## src/design/bpa_pkg.sv

```systemverilog
// Shared types and constants of the bitmap page allocator.
package bpa_pkg;

    // Fixed field widths
    localparam int BASE_W     = 36;
    localparam int REGION_W   = 13;
    localparam int ADDR_W     = 48;
    localparam int ORDER_W    = 4;
    localparam int STATUS_W   = 3;
    localparam int PAGE_SHIFT = 12;
    localparam int WORD_BITS  = 64;
    localparam int CFG_IDX_W  = 1;

    localparam logic [REGION_W-1:0] REGION_RESET = 13'd4096;

    // Request codes
    localparam logic CMD_ALLOC = 1'b0;
    localparam logic CMD_FREE  = 1'b1;

    // Configuration register indexes
    localparam logic [CFG_IDX_W-1:0] CFG_POOL_BASE    = 1'b0;
    localparam logic [CFG_IDX_W-1:0] CFG_REGION_PAGES = 1'b1;

    // Result status codes
    typedef enum logic [STATUS_W-1:0] {
        ST_OK      = 3'd0,
        ST_FULL    = 3'd1,
        ST_DOUBLE  = 3'd2,
        ST_OUTSIDE = 3'd3,
        ST_UNSUP   = 3'd4
    } status_t;

    // Controller states, one-hot
    typedef enum logic [4:0] {
        S_IDLE  = 5'b00001,
        S_CHECK = 5'b00010,
        S_RANGE = 5'b00100,
        S_SCAN  = 5'b01000,
        S_ADDR  = 5'b10000
    } state_t;

    // Bitmap memory port strobes
    typedef struct packed {
        logic rd_en;
        logic wr_en;
    } ram_ctl_t;

endpackage

```

## src/design/bpa_bitmap_ram.sv

```systemverilog
// Used-page bitmap memory with a clearing pass after reset.
module bpa_bitmap_ram #(
    parameter int WORDS = 64,
    parameter int AW    = 6
) (
    input  logic                           clk,
    input  logic                           rst_n,
    input  bpa_pkg::ram_ctl_t              ctl,
    input  logic [AW-1:0]                  rd_addr,
    input  logic [AW-1:0]                  wr_addr,
    input  logic [bpa_pkg::WORD_BITS-1:0]  wr_data,
    output logic [bpa_pkg::WORD_BITS-1:0]  rd_data,
    output logic                           clr_busy
);

    logic [bpa_pkg::WORD_BITS-1:0] bitmap_mem [WORDS];
    logic [bpa_pkg::WORD_BITS-1:0] rd_data_reg;
    logic [AW-1:0]                 clr_addr_reg;
    logic [AW-1:0]                 clr_addr_next;
    logic                          clr_busy_reg;
    logic                          clr_busy_next;

    // Clearing sweep: one word per cycle
    always_comb
    begin
        clr_addr_next = clr_addr_reg;
        clr_busy_next = clr_busy_reg;
        if (clr_busy_reg)
        begin
            clr_addr_next = clr_addr_reg + AW'(1);
            if (clr_addr_reg == AW'(WORDS - 1))
                clr_busy_next = 1'b0;
        end
    end

    always_ff @(posedge clk or negedge rst_n)
    begin
        if (!rst_n)
        begin
            clr_addr_reg <= '0;
            clr_busy_reg <= 1'b1;
        end
        else
        begin
            clr_addr_reg <= clr_addr_next;
            clr_busy_reg <= clr_busy_next;
        end
    end

    // Single write port, single registered read port
    always_ff @(posedge clk)
    begin
        if (clr_busy_reg)
            bitmap_mem[clr_addr_reg] <= '0;
        else if (ctl.wr_en)
            bitmap_mem[wr_addr] <= wr_data;
        if (ctl.rd_en)
            rd_data_reg <= bitmap_mem[rd_addr];
    end

    assign rd_data  = rd_data_reg;
    assign clr_busy = clr_busy_reg;

endmodule

```

## src/design/bitmap_page_allocator_top.sv

```systemverilog
// Top level of the bitmap page allocator: request sequencer around the bitmap memory.
//
//  channel   signals                                direction  handshake
//  request   start, busy, cmd, address, order       in         start & !busy
//  result    done, status, page_address             out        done, one cycle
//  config    cfg_wr_en, cfg_index, cfg_data         in         cfg_wr_en
//
//  Alloc: the scan reads at most ceil(min(region_pages,PAGES)/64) bitmap words, one
//  word per cycle through the memory's single read port.
//  Free: the scan reads each bitmap word the range covers.
//  After reset the bitmap is cleared one word per cycle, with busy high.
//  Results cannot be stalled; a new request is taken in the cycle done is shown.
module bitmap_page_allocator_top #(
    parameter int PAGES     = 4096,
    parameter int MAX_ORDER = 12
) (
    input  logic                            clk,
    input  logic                            rst_n,
    input  logic                            start,
    output logic                            busy,
    input  logic                            cmd,
    input  logic [bpa_pkg::ADDR_W-1:0]      address,
    input  logic [bpa_pkg::ORDER_W-1:0]     order,
    output logic                            done,
    output logic [bpa_pkg::STATUS_W-1:0]    status,
    output logic [bpa_pkg::ADDR_W-1:0]      page_address,
    input  logic                            cfg_wr_en,
    input  logic [bpa_pkg::CFG_IDX_W-1:0]   cfg_index,
    input  logic [bpa_pkg::BASE_W-1:0]      cfg_data
);

    localparam int WORDS  = (PAGES + 63) / 64;
    localparam int AW     = (WORDS > 1) ? $clog2(WORDS) : 1;
    localparam int PG_W   = $clog2(PAGES + 1);
    localparam int CNT_W  = (PG_W > bpa_pkg::REGION_W) ? PG_W : bpa_pkg::REGION_W;
    localparam int RW     = ((CNT_W > MAX_ORDER) ? CNT_W : MAX_ORDER) + 1;
    localparam int WN_W   = RW - 6;
    localparam int BASE_W = bpa_pkg::BASE_W;
    localparam int WB     = bpa_pkg::WORD_BITS;

    // Lowest clear bit of a word: byte select, then bit select
    function automatic logic [5:0] first_zero(input logic [WB-1:0] w);
        logic [2:0] byte_sel;
        logic [2:0] bit_sel;
        logic [7:0] b;
        byte_sel = 3'd0;
        for (int k = 7; k >= 0; k--)
            if (w[k*8 +: 8] != 8'hff)
                byte_sel = 3'(k);
        b = w[byte_sel*8 +: 8];
        bit_sel = 3'd0;
        for (int k = 7; k >= 0; k--)
            if (!b[k])
                bit_sel = 3'(k);
        return {byte_sel, bit_sel};
    endfunction

    // Control registers
    bpa_pkg::state_t              state_reg, state_next;
    logic                         done_reg, done_next;
    logic                         iss_act_reg, iss_act_next;
    logic                         ev_v_reg, ev_v_next;
    logic [BASE_W-1:0]            pool_base_reg;
    logic [bpa_pkg::REGION_W-1:0] region_reg;

    // Payload registers
    logic                         cmd_reg, cmd_next;
    logic [BASE_W-1:0]            page_reg, page_next;
    logic [bpa_pkg::ORDER_W-1:0]  order_reg, order_next;
    logic [bpa_pkg::REGION_W-1:0] offs_reg, offs_next;
    logic [RW-1:0]                lo_reg, lo_next;
    logic [RW-1:0]                hi_m1_reg, hi_m1_next;
    logic                         flag_reg, flag_next;
    logic [WN_W-1:0]              last_w_reg, last_w_next;
    logic [WN_W-1:0]              iss_w_reg, iss_w_next;
    logic [WN_W-1:0]              ev_w_reg, ev_w_next;
    logic [RW-1:0]                found_reg, found_next;
    bpa_pkg::status_t             status_reg, status_next;
    logic [bpa_pkg::ADDR_W-1:0]   page_address_reg, page_address_next;

    // Memory interface
    bpa_pkg::ram_ctl_t            ram_ctl;
    logic [WB-1:0]                ram_wdata;
    logic [WB-1:0]                ram_rdata;
    logic                         clr_busy;

    // Datapath helpers
    logic [CNT_W-1:0]             end_pg;
    logic [BASE_W:0]              diff;
    logic [RW-1:0]                count;
    logic [RW-1:0]                sum;
    logic [RW-1:0]                hi;
    logic                         over_end;
    logic [5:0]                   zbit;
    logic [RW-1:0]                cand;
    logic [5:0]                   lo_b;
    logic [5:0]                   hi_b;
    logic [WB-1:0]                mask;
    logic                         accept;

    bpa_bitmap_ram #(
        .WORDS (WORDS),
        .AW    (AW)
    ) u_ram (
        .clk      (clk),
        .rst_n    (rst_n),
        .ctl      (ram_ctl),
        .rd_addr  (iss_w_reg[AW-1:0]),
        .wr_addr  (ev_w_reg[AW-1:0]),
        .wr_data  (ram_wdata),
        .rd_data  (ram_rdata),
        .clr_busy (clr_busy)
    );

    assign busy   = clr_busy || (state_reg != bpa_pkg::S_IDLE);
    assign accept = start && !busy;

    // Usable bitmap end and range arithmetic
    assign end_pg   = (CNT_W'(region_reg) < CNT_W'(PAGES)) ? CNT_W'(region_reg) : CNT_W'(PAGES);
    assign diff     = {1'b0, page_reg} - {1'b0, pool_base_reg};
    assign count    = RW'(1) << order_reg;
    assign sum      = RW'(offs_reg) + count;
    assign over_end = sum > RW'(end_pg);
    assign hi       = over_end ? RW'(end_pg) : sum;

    // Word evaluation: first clear bit and free mask
    assign zbit = first_zero(ram_rdata);
    assign cand = {ev_w_reg, zbit};
    assign lo_b = (ev_w_reg == lo_reg[RW-1:6]) ? lo_reg[5:0] : 6'd0;
    assign hi_b = (ev_w_reg == last_w_reg) ? hi_m1_reg[5:0] : 6'd63;
    assign mask = ({WB{1'b1}} << lo_b) & ({WB{1'b1}} >> (6'd63 - hi_b));

    // Sequencer
    always_comb
    begin
        state_next        = state_reg;
        done_next         = 1'b0;
        iss_act_next      = iss_act_reg;
        ev_v_next         = 1'b0;
        cmd_next          = cmd_reg;
        page_next         = page_reg;
        order_next        = order_reg;
        offs_next         = offs_reg;
        lo_next           = lo_reg;
        hi_m1_next        = hi_m1_reg;
        flag_next         = flag_reg;
        last_w_next       = last_w_reg;
        iss_w_next        = iss_w_reg;
        ev_w_next         = ev_w_reg;
        found_next        = found_reg;
        status_next       = status_reg;
        page_address_next = page_address_reg;
        ram_ctl           = '0;
        ram_wdata         = ram_rdata;

        unique case (state_reg)
            bpa_pkg::S_IDLE:
            begin
                if (accept)
                begin
                    cmd_next   = cmd;
                    page_next  = address[bpa_pkg::ADDR_W-1:bpa_pkg::PAGE_SHIFT];
                    order_next = order;
                    state_next = bpa_pkg::S_CHECK;
                end
            end

            bpa_pkg::S_CHECK:
            begin
                page_address_next = '0;
                if (cmd_reg == bpa_pkg::CMD_ALLOC)
                begin
                    if (order_reg != '0)
                    begin
                        status_next = bpa_pkg::ST_UNSUP;
                        done_next   = 1'b1;
                        state_next  = bpa_pkg::S_IDLE;
                    end
                    else if (end_pg == '0)
                    begin
                        status_next = bpa_pkg::ST_FULL;
                        done_next   = 1'b1;
                        state_next  = bpa_pkg::S_IDLE;
                    end
                    else
                    begin
                        hi_m1_next   = RW'(end_pg) - RW'(1);
                        last_w_next  = hi_m1_next[RW-1:6];
                        iss_w_next   = '0;
                        iss_act_next = 1'b1;
                        state_next   = bpa_pkg::S_SCAN;
                    end
                end
                else
                begin
                    if (int'(order_reg) > MAX_ORDER)
                    begin
                        status_next = bpa_pkg::ST_UNSUP;
                        done_next   = 1'b1;
                        state_next  = bpa_pkg::S_IDLE;
                    end
                    else if (diff[BASE_W] || (diff[BASE_W-1:0] >= BASE_W'(region_reg)))
                    begin
                        status_next = bpa_pkg::ST_OUTSIDE;
                        done_next   = 1'b1;
                        state_next  = bpa_pkg::S_IDLE;
                    end
                    else
                    begin
                        offs_next  = diff[bpa_pkg::REGION_W-1:0];
                        state_next = bpa_pkg::S_RANGE;
                    end
                end
            end

            bpa_pkg::S_RANGE:
            begin
                // Pages past the bitmap end are skipped and flagged
                flag_next = over_end;
                if (hi > RW'(offs_reg))
                begin
                    lo_next      = RW'(offs_reg);
                    hi_m1_next   = hi - RW'(1);
                    last_w_next  = hi_m1_next[RW-1:6];
                    iss_w_next   = lo_next[RW-1:6];
                    iss_act_next = 1'b1;
                    state_next   = bpa_pkg::S_SCAN;
                end
                else
                begin
                    status_next = bpa_pkg::ST_DOUBLE;
                    done_next   = 1'b1;
                    state_next  = bpa_pkg::S_IDLE;
                end
            end

            bpa_pkg::S_SCAN:
            begin
                // Evaluate the word read last cycle, write back any update
                if (ev_v_reg)
                begin
                    if (cmd_reg == bpa_pkg::CMD_ALLOC)
                    begin
                        if (ram_rdata != {WB{1'b1}})
                        begin
                            if (cand >= RW'(end_pg))
                            begin
                                status_next = bpa_pkg::ST_FULL;
                                done_next   = 1'b1;
                                state_next  = bpa_pkg::S_IDLE;
                            end
                            else
                            begin
                                ram_ctl.wr_en = 1'b1;
                                ram_wdata     = ram_rdata | (WB'(1) << zbit);
                                found_next    = cand;
                                state_next    = bpa_pkg::S_ADDR;
                            end
                        end
                    end
                    else
                    begin
                        ram_ctl.wr_en = 1'b1;
                        ram_wdata     = ram_rdata & ~mask;
                        if ((ram_rdata & mask) != mask)
                            flag_next = 1'b1;
                        if (ev_w_reg == last_w_reg)
                        begin
                            status_next = (flag_next) ? bpa_pkg::ST_DOUBLE : bpa_pkg::ST_OK;
                            done_next   = 1'b1;
                            state_next  = bpa_pkg::S_IDLE;
                        end
                    end
                end
                else if (!iss_act_reg)
                begin
                    // Every word in range was full
                    status_next = bpa_pkg::ST_FULL;
                    done_next   = 1'b1;
                    state_next  = bpa_pkg::S_IDLE;
                end

                // Issue the next word read
                if (iss_act_reg && (state_next == bpa_pkg::S_SCAN))
                begin
                    ram_ctl.rd_en = 1'b1;
                    ev_v_next     = 1'b1;
                    ev_w_next     = iss_w_reg;
                    iss_w_next    = iss_w_reg + WN_W'(1);
                    iss_act_next  = (iss_w_reg != last_w_reg);
                end
                else if (state_next != bpa_pkg::S_SCAN)
                begin
                    iss_act_next = 1'b0;
                end
            end

            bpa_pkg::S_ADDR:
            begin
                page_address_next = {pool_base_reg + BASE_W'(found_reg),
                                     {bpa_pkg::PAGE_SHIFT{1'b0}}};
                status_next       = bpa_pkg::ST_OK;
                done_next         = 1'b1;
                state_next        = bpa_pkg::S_IDLE;
            end

            default:
            begin
                state_next = bpa_pkg::S_IDLE;
            end
        endcase
    end

    // Control state and configuration
    always_ff @(posedge clk or negedge rst_n)
    begin
        if (!rst_n)
        begin
            state_reg     <= bpa_pkg::S_IDLE;
            done_reg      <= 1'b0;
            iss_act_reg   <= 1'b0;
            ev_v_reg      <= 1'b0;
            pool_base_reg <= '0;
            region_reg    <= bpa_pkg::REGION_RESET;
        end
        else
        begin
            state_reg   <= state_next;
            done_reg    <= done_next;
            iss_act_reg <= iss_act_next;
            ev_v_reg    <= ev_v_next;
            if (cfg_wr_en)
            begin
                unique case (cfg_index)
                    bpa_pkg::CFG_POOL_BASE:    pool_base_reg <= cfg_data;
                    bpa_pkg::CFG_REGION_PAGES: region_reg <= cfg_data[bpa_pkg::REGION_W-1:0];
                    default:                   pool_base_reg <= pool_base_reg;
                endcase
            end
        end
    end

    // Payload
    always_ff @(posedge clk)
    begin
        cmd_reg          <= cmd_next;
        page_reg         <= page_next;
        order_reg        <= order_next;
        offs_reg         <= offs_next;
        lo_reg           <= lo_next;
        hi_m1_reg        <= hi_m1_next;
        flag_reg         <= flag_next;
        last_w_reg       <= last_w_next;
        iss_w_reg        <= iss_w_next;
        ev_w_reg         <= ev_w_next;
        found_reg        <= found_next;
        status_reg       <= status_next;
        page_address_reg <= page_address_next;
    end

    assign done         = done_reg;
    assign status       = status_reg;
    assign page_address = page_address_reg;

`ifndef SYNTH
    // No bitmap write may slip in while the clearing sweep owns the memory
    a_no_wr_during_clear: assert property (@(posedge clk) disable iff (!rst_n)
        clr_busy |-> !ram_ctl.wr_en)
        else $error("bitmap write during clearing pass");

    // Only a successful allocate carries an address
    a_addr_zero: assert property (@(posedge clk) disable iff (!rst_n)
        done && (status != bpa_pkg::ST_OK) |-> page_address == '0)
        else $error("address on a failed result");

    // A result only follows work in progress
    a_done_after_busy: assert property (@(posedge clk) disable iff (!rst_n)
        done |-> $past(state_reg != bpa_pkg::S_IDLE))
        else $error("result without a request");

    // The word under evaluation never runs past the last word of the range
    a_ev_in_range: assert property (@(posedge clk) disable iff (!rst_n)
        (state_reg == bpa_pkg::S_SCAN) && ev_v_reg |-> ev_w_reg <= last_w_reg)
        else $error("scan ran past its range");
`endif

endmodule
```

## config.mk

```make
export PLATFORM = sky130hd
export DESIGN_NAME = bitmap_page_allocator_top
export DESIGN_NICKNAME = d
export VERILOG_FILES = /design/src/design/bpa_pkg.sv /design/src/design/bpa_bitmap_ram.sv /design/src/design/bitmap_page_allocator_top.sv
export SDC_FILE = /design/constraint.sdc
export NUM_CORES = 2
export LEC_CHECK = 0
export ABC_AREA = 1
export BUFFER_PORTS_ARGS = -buffer_cell sky130_fd_sc_hd__buf_4
export CAP_MARGIN = 0
export CORE_MARGIN = 2
export CORE_UTILIZATION = 35
export DETAILED_ROUTE_END_ITERATION = 10
export SYNTH_ARGS = -nofsm -noshare
export SYNTH_HDL_FRONTEND = slang
export SYNTH_SLANG_ARGS = --single-unit
```

## constraint.sdc

```tcl
create_clock -name clk -period 7 [get_ports clk]
set_input_delay 0 -clock clk [delete_from_list [all_inputs] [get_ports clk]]
set_output_delay 0 -clock clk [all_outputs]
set_load 0.1 [all_outputs]
```

==> flow_summary.yaml <==
floorplan:
  dieArea_mm2: 0.5167
  die_w_um: 718.8
  start_util: 0.3513
  core_area_mm2: 0.5091
  ioPinCount: 147
  die_y_um: 718.8
  rows: 262
sta:
  maxSlewHeadroom: 0.1040
  post-route-period-util: 0.9615
  fin_crit_ps: 6730
  fmax_ghz: 0.1486
  finalSetupViolCount: 0
  worstMarginPinSlew_ps: 1340
  hold_violations: 0
  finalSetupTns_ps: 0
  drv_slew: 0
  finClkSkew_ps: 78.23
place:
  portBuffers: 122
  dp_hpwl_um: 363800
  place_congestion: 1.003
  dp.cells: 20810
yosys:
  syn_avg_cell_area_um2: 12.42
  synth_area_mm2: 0.1788
  synthArstFlopShare: 0.01463
  yosysTopAreaCellShare: 0.7239
  synth_most_common_cell: "edfxtp_1"
  synth_seq_cells: 4375
  yosysTopAreaCell: "edfxtp_1"
  seq_area_frac_synth: 0.7329
  synth_top_cells_by_area: "edfxtp_1 72%, o21ai_0 7.9%, nor2_1 6.5%"
  yosys-top-cells-count: "4311 x edfxtp_1, 3108 x nor2_1, 2814 x o21ai_0"
  ys.flop_type: "edfxtp_1"
  syn-instance-count: 14400
  yosysWarningCount: 0
  synth-edff-count: 4311
  ys_types: 64
layout:
  drive_gt1_frac: 0.09791
  finalNonFillerCells: 21850
  largest_reg_flops: 4096
  area_delta_synth_final_pct: 16.73
  nFillCells: 46890
  finish.utilization: 0.4100
  fin_nets: 14960
flow_run:
  drv_cap: 0
clock_network:
  cts.sinks: 4375
  numCtsBuffers: 434
  cts_tree: "built"
  cts-root-buf: "clkbuf_16"
  clk_latency_ps: 1050
  cts.path.max_buffers: 4
  clk_pin_slew_ps: 60
  cts.htree.levels: 5
critical_path:
  critical_path.max_fanout: 31
  slowest_stage: "edfxtp_1"
  path_buf_inv: 8
  critPathLaunchType: "flip-flop"
  cp_top_family: "simple AND/OR/NAND/NOR gates"
  cp-end-kind: "flip-flop"
  worstPathArrival_ps: 7420
  crit_type: "flip-flop to flip-flop"
  cpPeakStageDelay_ps: 480
  cp_data_required_time_ps: 7680
min_path:
  hold_class: "input pin to async pin"
detailed_routing:
  drtAntennaViolNets: 0
  wire_per_inst_um: 28.20
  viasPerCell: 5.802
  vias: 126800
  drcViolationCount: 0
  drt_iter0_markers: 18480
  wirelength_um: 616200
  first_pass_iters: 6
power_and_ir_drop:
  power.density_mw_per_mm2: 286.8
  power_w: 0.05987
  leakage_nw: 77.89
  ir_worst_vdd_uv: 233.6
grt:
  grt_pass1_wl_um: 869500
  grt_pass1_vias: 118000
  grt_max_degree: 195
  track_usage: 0.2276
  antenna_found_initial: 44
  overflow: 0
run_status:
  status: "finished, final reports clean"
layer usage:
layer | vias to the layer above | global-route usage | routed length (um)
met5 | - | 0 | 129
met4 | 20 | 0.09512 | 28120
met3 | 1152 | 0.04695 | 69010
met2 | 7814 | 0.3512 | 276200
met1 | 63660 | 0.3131 | 242700
li1 | 54140 | - | -
logic make-up after synthesis:
| kind of cell | Yosys count | synth area share |
|---|---|---|
| AO/OA/AOI/OAI | 4557 | 0.1399 |
| XOR/XNOR | 65 | 0.003183 |
| adder cells (fa/ha/maj) | 122 | 0.008662 |
| buffers and inverters | 1354 | 0.02906 |
| flip-flops | 4375 | 0.7329 |
| multiplexers | 1 | 0.00005597 |
| other | 1 | 0.00002097 |
| AND/OR/NAND/NOR | 3927 | 0.08631 |
cell usage in the layout, fill, tap and decap left out, types with 15 or more instances in the layout:
cell and instances:
inv_1 366, bufinv_16 26, dfrtp_1 61, ha_1 119, clkbuf_1 93, xor2_1 44
a21oi_4 65, buf_12 238, nand3_1 147, nor2_1 3035, nand4_1 73, o21ai_0 2812
o22ai_1 1281, buf_4 404, a21oi_1 199, o32ai_1 79, nand2_1 472, nor3_1 49
or2_2 16, a31oi_1 21, clkinv_2 83, nor2_4 70, clkinv_1 108, edfxtp_1 4311
dlygate4sd3_1 215, nor2_2 17, clkbuf_16 439, o21ai_1 15, diode_2 16, xnor2_1 21
cell type report:
cell class	count	area, um2	share of cell area
antenna	16	40.04	0.0001918
inverter	383	1488	0.007127
timing repair buffer	866	10110	0.04842
tap	6732	8423	0.04035
clock buffer	535	11340	0.05433
multi-input combinational	8684	43960	0.2106
clock inverter	262	2328	0.01115
sequential	4375	131100	0.6278
worst reg2reg max path, delay by kind of cell (launching register included):
| kind | cells | cell delay [ps] |
|---|---|---|
| AND/OR/NAND/NOR | 15 | 2490 |
| flip-flops | 1 | 480 |
| adder cells (fa/ha/maj) | 1 | 290 |
| buffers and inverters | 8 | 1520 |
| AO/OA/AOI/OAI | 8 | 1570 |
worst paths after layout:
| path | startpoint | end | slack (ps) | depth (start not counted) |
|---|---|---|---|---|
| min in group clk | cfg_wr_en | pool_base_reg[7] | 240 | 6 |
| worst max-delay path | u_ram.rd_data[12] | u_ram.bitmap_mem[42][62] | 270 | 32 |
| worst min-delay path | rst_n | state_reg[0] | 170 | 3 |
| max in group asynchronous | rst_n | u_ram.clr_addr_reg[3] | 6410 | 4 |
| worst min register to register | u_ram.clr_addr_reg[5] | u_ram.clr_busy | 440 | 1 |
| worst max register to register | u_ram.rd_data[12] | u_ram.bitmap_mem[42][62] | 270 | 32 |
power breakdown:
| part | leakage [nW] | internal (W) | switching, W |
|---|---|---|---|
| combinational | 20.8 | 0.00238 | 0.00610 |
| sequential | 50.4 | 0.0285 | 0.0000917 |
| clock | 6.68 | 0.0125 | 0.0102 |
per-stage QoR:
| step | area, um2 | worst slack (ps) | hold WS (ps) |
|---|---|---|---|
| after floorplan | 178900 | -379.1 | -295.6 |
| after global placement | 192500 | -104.1 | 179.2 |
| after detailed placement | 192500 | -68.55 | 179.5 |
| after CTS | 208400 | 31.46 | 80.00 |
| after global routing | 208700 | -47.71 | 181.9 |
| final | 208800 | 269.8 | 166.7 |
what timing repair did:
| action | 4_1_cts | 5_1_grt |
|---|---|---|
| buffers inserted | 2 | 13 |
| gates cloned | 0 | 3 |
| resized for setup | 3 | 31 |
| pin swaps | 1 | 7 |
| hold buffers | 216 | 0 |
| setup endpoints to repair | 210 | 4340 |
| endpoints found under the hold margin | 197 | 0 |
(Power assumes the default switching activity.)
